`config.mk`:
```
export PLATFORM = sky130hd
export DESIGN_NAME = lit_addr_gen
export DESIGN_NICKNAME = d
export VERILOG_FILES = /design/src/rtl/core/lit_pkg.sv /design/src/rtl/core/lit_addr_gen.sv
export SDC_FILE = /design/constraint.sdc
export NUM_CORES = 2
export LEC_CHECK = 0
export BUFFER_PORTS_ARGS = -buffer_cell sky130_fd_sc_hd__buf_2
export CORE_MARGIN = 4
export CORE_UTILIZATION = 55
export CTS_CLUSTER_SIZE = 16
export DETAILED_ROUTE_END_ITERATION = 6
export PLACE_DENSITY = 0.7
export SLEW_MARGIN = 20
export SYNTH_ARGS = -nofsm -noshare
export SYNTH_HDL_FRONTEND = slang
export SYNTH_SLANG_ARGS = --single-unit
```
`constraint.sdc`:
```
create_clock -name i_clk -period 10.2 [get_ports i_clk]
set_input_delay 1.02 -clock i_clk [delete_from_list [all_inputs] [get_ports i_clk]]
set_output_delay 1.02 -clock i_clk [all_outputs]
set_load 0.05 [all_outputs]
```
`src/rtl/core/lit_pkg.sv`:
```
// Shared constants, codes and pipeline types for the interpolating lookup table.
`timescale 1ns / 1ps
package lit_pkg;

    localparam int TABLE_DEPTH = 1024;
    localparam int N_STAGES    = 6;

    localparam int DATA_W  = 32;
    localparam int INDEX_W = 10;
    localparam int COUNT_W = 11;
    localparam int FRAC_W  = 16;

    localparam logic [DATA_W-1:0]  INV_SPACING_RESET = 32'h0001_0000;
    localparam logic [COUNT_W-1:0] ENTRIES_RESET     = 11'd0;

    // action field codes
    localparam logic ACT_WRITE = 1'b0;
    localparam logic ACT_QUERY = 1'b1;

    // register select, taken from paddr[2]
    localparam logic REG_INV_SPACING = 1'b0;
    localparam logic REG_ENTRIES     = 1'b1;

    // per-stage advance and valid, bit k is stage k+1
    typedef struct packed {
        logic [N_STAGES-1:0] adv;
        logic [N_STAGES-1:0] vld;
    } t_pipe_ctl;

    // stage 2: segment index and fraction, or a pending table write
    typedef struct packed {
        logic                     query;
        logic [DATA_W-1:0]        seg;
        logic [FRAC_W-1:0]        frac;
        logic                     in_range;
        logic [INDEX_W-1:0]       wr_idx;
        logic signed [DATA_W-1:0] wr_val;
    } t_addr_stage;

    // stage 3: both segment end points read back from the table
    typedef struct packed {
        logic signed [DATA_W-1:0] y0;
        logic signed [DATA_W-1:0] y1;
        logic [FRAC_W-1:0]        frac;
        logic                     in_range;
    } t_read_stage;

    function automatic logic signed [DATA_W-1:0] sat32(input logic signed [63:0] v);
        logic signed [DATA_W-1:0] res;
        if (v > 64'sh0000_0000_7FFF_FFFF) begin
            res = 32'sh7FFF_FFFF;
        end else if (v < -64'sh0000_0000_8000_0000) begin
            res = -32'sh8000_0000;
        end else begin
            res = v[DATA_W-1:0];
        end
        return res;
    endfunction

endpackage

```
`src/rtl/core/lit_addr_gen.sv`:
```
// Stages 1 and 2: input register, position scaling and segment range check.
`timescale 1ns / 1ps
module lit_addr_gen #(
    parameter int TABLE_DEPTH = lit_pkg::TABLE_DEPTH
) (
    input  logic                                    i_clk,
    input  lit_pkg::t_pipe_ctl                      i_ctl,
    input  logic                                    i_action,
    input  logic [lit_pkg::INDEX_W-1:0]             i_entry_index,
    input  logic signed [lit_pkg::DATA_W-1:0]       i_entry_value,
    input  logic [lit_pkg::DATA_W-1:0]              i_position,
    input  logic [lit_pkg::DATA_W-1:0]              i_inv_spacing,
    input  logic [lit_pkg::COUNT_W-1:0]             i_entries,
    output lit_pkg::t_addr_stage                    o_stage
);

    logic                               r1_action;
    logic [lit_pkg::INDEX_W-1:0]        r1_idx;
    logic signed [lit_pkg::DATA_W-1:0]  r1_val;
    logic [lit_pkg::DATA_W-1:0]         r1_pos;

    logic                               r2_query;
    logic [lit_pkg::DATA_W-1:0]         r2_seg;
    logic [lit_pkg::FRAC_W-1:0]         r2_frac;
    logic [lit_pkg::INDEX_W-1:0]        r2_idx;
    logic signed [lit_pkg::DATA_W-1:0]  r2_val;

    logic [2*lit_pkg::DATA_W-1:0]       prod;
    logic [lit_pkg::DATA_W:0]           cnt_req;
    logic [lit_pkg::DATA_W:0]           cnt_eff;

    // Q16.16 times Q16.16 gives Q32.32: integer part is the segment
    assign prod = 64'(r1_pos) * 64'(i_inv_spacing);

    always_ff @(posedge i_clk) begin
        if (i_ctl.adv[0]) begin
            r1_action <= i_action;
            r1_idx    <= i_entry_index;
            r1_val    <= i_entry_value;
            r1_pos    <= i_position;
        end
        if (i_ctl.adv[1]) begin
            r2_query <= (r1_action == lit_pkg::ACT_QUERY);
            r2_seg   <= prod[2*lit_pkg::DATA_W-1:lit_pkg::DATA_W];
            r2_frac  <= prod[lit_pkg::DATA_W-1:lit_pkg::DATA_W-lit_pkg::FRAC_W];
            r2_idx   <= r1_idx;
            r2_val   <= r1_val;
        end
    end

    // clamp the entry count to the table depth
    assign cnt_req = (lit_pkg::DATA_W+1)'(i_entries);
    assign cnt_eff = (cnt_req > (lit_pkg::DATA_W+1)'(TABLE_DEPTH)) ?
                     (lit_pkg::DATA_W+1)'(TABLE_DEPTH) : cnt_req;

    always_comb begin
        o_stage          = '0;
        o_stage.query    = r2_query;
        o_stage.seg      = r2_seg;
        o_stage.frac     = r2_frac;
        o_stage.in_range = (((lit_pkg::DATA_W+1)'(r2_seg) + 33'd1) < cnt_eff);
        o_stage.wr_idx   = r2_idx;
        o_stage.wr_val   = r2_val;
    end

endmodule

```
# == Word-level counts from Yosys, hierarchy flattened ==
# Index checks and enable logic that the tools add are counted.
# totals
register_bits,166
latchBits,0
mem_bits_rw,0
rom_bits,0
inputBits,131
memories,0
# op_classes
n_addsub,1
mul,1
div_mod_pow,0
order_cmp,2
eq_ne,0
shift,0
mux,1
bitwise_logic,0
n_reduce_logical,0
# op_table
operator,n
multiplier 32 x 32 -> 64 bit,1
adder 32 x 1 -> 33 bit (second input constant),1
< comparator 33 x 11 -> 1 bit,1
> comparator 11 bit (second input constant),1
2-to-1 mux 11 bit,1

# == Depth between registers and ports, before layout ==
# depth
ltp_word,3
depth_mapped,29

# == Worst setup path before layout ==
# OpenSTA, ideal clock, no wires.
# synth_timing
path_type,input-to-reg
start,input i_inv_spacing[8] (netlist name)
end,register r2_seg[25] (netlist name) (data pin)
arrival_ps,7590
required_time_ps,10020
path_slack_ps,2430
stages,27
n_path_buf,1
cell_sequence,clkbuf_1 > nand2_1 > fa_1 > inv_1 > fa_1 > inv_1 > fa_1 > inv_1 > fa_1 > inv_1 > fa_1 > inv_1 > fa_1 > inv_1 > fa_1 > fa_1 > inv_1 > ha_1 > a21oi_1 > o21ai_1 > a221oi_2 > o221ai_1 > a21oi_1 > o21ai_2 > a41o_1 > a2111o_1 > o311ai_1
# synth_between
elab_chain_len,1
# synth_lines
element,line,source
"start, declared",lit_addr_gen.sv:12,"input logic [lit_pkg::DATA_W-1:0] i_inv_spacing,"
multiplier 32 x 32 -> 64 bit,lit_addr_gen.sv:33,assign prod = 64'(r1_pos) * 64'(i_inv_spacing);
"net prod, one bit",lit_addr_gen.sv:28,logic [2*lit_pkg::DATA_W-1:0] prod;
"end signal, assigned",lit_addr_gen.sv:44,r2_seg <= prod[2*lit_pkg::DATA_W-1:lit_pkg::DATA_W];
"end, declared",lit_addr_gen.sv:23,logic [lit_pkg::DATA_W-1:0] r2_seg;
# The timed path passes the listed nets, and every way through them passes these cells.
# A chain may end at the register's enable or synchronous reset.

# == Final worst setup path ==
# layout_timing
start,register r1_pos[16] (netlist name)
end,register r2_seg[21] (netlist name) (data pin)
# layout_between
elab_chain_len,1
# layout_lines
element,line,source
"start, declared",lit_addr_gen.sv:20,logic [lit_pkg::DATA_W-1:0] r1_pos;
"start signal, assigned",lit_addr_gen.sv:40,r1_pos <= i_position;
multiplier 32 x 32 -> 64 bit,lit_addr_gen.sv:33,
"net prod, one bit",lit_addr_gen.sv:28,
# The timed path passes the listed nets, and every way through them passes these cells.

==> results.json <==
{
  "status": "complete, no violations",
  "max_freq_mhz": 117,
  "drt-initial-drc-count": 1863,
  "ios": 223,
  "slowest_stage": "edfxtp_1",
  "hold_path.class": "flop to flop",
  "crit_arrival_ns": 8.78,
  "rows": 97,
  "r2r-start": "r1_pos[16]$_DFFE_PP_",
  "synth_flop_cell": "edfxtp_1",
  "timing_hold_violations_final": 0,
  "worstHoldPathCells": 0,
  "max-clock-path-buffers": 2,
  "critPathTopFamily": "adder cells",
  "cts_tree": "built",
  "grt_max_degree": 72,
  "cts-root-buf": "clkbuf_16",
  "min-delay-start": "r1_val[1]$_DFFE_PP_",
  "final_cell_count_no_fill": 5033,
  "start_util_pct": 55.6,
  "synth_edf_count": 166,
  "first_global_vias": 29700,
  "grt_use_total_pct": 29.2,
  "clock_sinks": 166,
  "drv_cap": 0,
  "finClkSkew_ns": 0.0425,
  "r2r_cells": 26,
  "relSlewSlack_pct": 20.1,
  "slew_viol_final": 0,
  "place_inst": 4997,
  "route.detailed.drc": 0,
  "critPathBufInv": 7,
  "cts.htree.levels": 4,
  "dr.pass1.iters": 6,
  "startpoint_type": "flop",
  "vias_per_cell": 5.50,
  "die-area_sq_mm": 0.0752,
  "worst_pin_slew_ns": 1.20,
  "slowest_delay_ns": 1.09,
  "nNetsFinal": 5373,
  "min_delay_worst_endpoint": "r2_val[1]$_DFFE_PP_",
  "wl_per_cell_microns": 20.9,
  "setup_viol": 0,
  "crit_type": "flop to flop",
  "rr_endpoint": "r2_seg[21]$_DFFE_PP_",
  "ys_ff_latch": 166,
  "mappedNetlistArea_sq_mm": 0.0390,
  "r2r_slack_ns": 1.65,
  "clk_pin_slew_ns": 0.09,
  "multi_input_area_sq_mm": 0.0297,
  "dp_hpwl_microns": 80800,
  "gp_congestion": 0.924,
  "core-area_sq_mm": 0.0701,
  "tns_ns": 0,
  "synth.distinct_cells": 66,
  "min_period_over_period_pct": 83.8,
  "min_period_ns": 8.55,
  "cp_data_required_time_ns": 10.42,
  "regArea_sq_mm": 0.00498,
  "chipWidth_microns": 274,
  "grt_pass1_wl_microns": 167000,
  "hold_ws_ns": 0.407,
  "yosys_warnings": 0,
  "rsz0062_at_grt": "false",
  "cts_resized": 0,
  "num_vias": 27700,
  "syn_avg_cell_area_sq_um": 9.75,
  "synth_nets": 5298,
  "antenna_found_initial": 2,
  "post-cts-setup-buffers": 0,
  "netlist_instances": 4001,
  "drt_wl_total_microns": 105000,
  "path_max_fanout": 21,
  "portBuffers": 212,
  "areaGrowthSynthToFinish_pct": 6.41,
  "drive_gt1_share_pct": 7.83,
  "clk-insertion-delay-late_ns": 0.50,
  "worst_path_most_repeated_cell": "fa_1",
  "antenna_left": 0,
  "cts_made_buffers": 17,
  "end_kind": "flop",
  "ys_seq_area_share_pct": 12.8,
  "nFillCells": 6177,
  "chipHeight_microns": 274,
  "hold_buffers": 0,
  "grt_overflow_total": 0,
  "synthArstFlopShare_pct": 0
}
[worst register-to-register path, stage by stage, from the launching register on]
cell and delay, ns:
edfxtp_1 1.09, buf_4 0.38, and2_1 0.20, fa_1 0.39, inv_1 0.08, fa_1 0.42, fa_1 0.50, fa_1 0.55
inv_1 0.05, fa_1 0.51, inv_1 0.06, fa_1 0.54, inv_1 0.05, fa_1 0.49, inv_1 0.06, fa_1 0.52
inv_1 0.07, ha_1 0.38, a21oi_1 0.16, o21ai_0 0.16, o31ai_1 0.27, nand2_1 0.13, a22oi_2 0.26, a41oi_2 0.32
a21oi_1 0.36, o21ai_1 0.13, xor2_1 0.16
[cells in the mapped netlist (30+ instances only)]
library cell,instances,share of area [%]
a21o_1,31,0.60
clkbuf_1,202,1.9
fa_1,895,46
nand2_1,532,5.1
a21oi_1,77,0.99
nor2_1,37,0.36
xnor2_1,43,0.97
ha_1,271,8.7
inv_1,927,8.9
and2_1,564,9.0
o21ai_0,36,0.46
edfxtp_1,166,13
nand3_1,30,0.38
[per-layer routing]
layer,routed length [microns],global-route usage [%]
met1,39000,35.9
met2,53500,50.9
met3,6910,4.48
met4,6030,13.7
met5,0,0
[sequential cells by signal (all words and copies together) (netlist names)]
name,flops
r2_seg,32
r2_idx,10
r2_frac,16
r1_action,1
r2_val,32
r2_query,1
r1_val,32
r1_pos,32
r1_idx,10
[layout make-up]
cell class                      instances  share of cell area, %
Tap cell                              940                   2.83
Multi-Input combinational cell       2699                   71.6
Clock buffer                           17                   1.02
Timing Repair Buffer                  264                   3.57
Clock inverter                         15                  0.503
Antenna cell                            4                 0.0241
Inverter                              928                   8.39
Sequential cell                       166                   12.0
[layout by cell type, fill, tap and decap left out, types with 23 or more instances in the layout]
cell type | synthesis | routed
xnor2_1 | 43 | 43
nor2_1 | 37 | 37
o21ai_0 | 36 | 36
inv_1 | 927 | 927
buf_2 | 3 | 210
nand4_1 | 23 | 23
xor2_1 | 26 | 26
and2_1 | 564 | 564
nand3_1 | 30 | 30
a21oi_1 | 77 | 77
nand2_1 | 532 | 532
edfxtp_1 | 166 | 166
fa_1 | 895 | 895
ha_1 | 271 | 271
a21o_1 | 31 | 31
buf_4 | 1 | 52
[worst max-delay path by stage]
stage	from	to	slack (ns)	cells after the start
final	r1_pos[16]$_DFFE_PP_	r2_seg[21]$_DFFE_PP_	1.65	26
after global routing	r1_pos[13]$_DFFE_PP_	r2_seg[18]$_DFFE_PP_	1.26	25
after global placement	i_inv_spacing[9]	r2_seg[25]$_DFFE_PP_	1.39	27
after CTS	r1_pos[16]$_DFFE_PP_	r2_seg[21]$_DFFE_PP_	1.75	26
after floorplan	i_inv_spacing[8]	r2_seg[25]$_DFFE_PP_	2.43	27
after detailed placement	i_inv_spacing[9]	r2_seg[22]$_DFFE_PP_	1.32	27
[cell families after synthesis]
family	share of synthesized area, %
AOI/OAI and AO/OA	3.84
xor gates and xnor gates	1.55
DFF	12.8
and+or+nand+nor	16.1
buffers and inverters	11.0
adders and majority gates	54.6
muxes	0.109
[per-stage QoR]
stage	util (%)	area, sq um	setup slack, ns
after floorplan	-	39000	2.43
after global placement	58.2	40800	1.39
after detailed placement	58.3	40900	1.32
after CTS	59.2	41500	1.75
after global routing	59.2	41500	1.26
final	59.2	41500	1.65
Power is not shown: default switching activity piles up to over one toggle a cycle in this logic, so the estimate is an artifact.
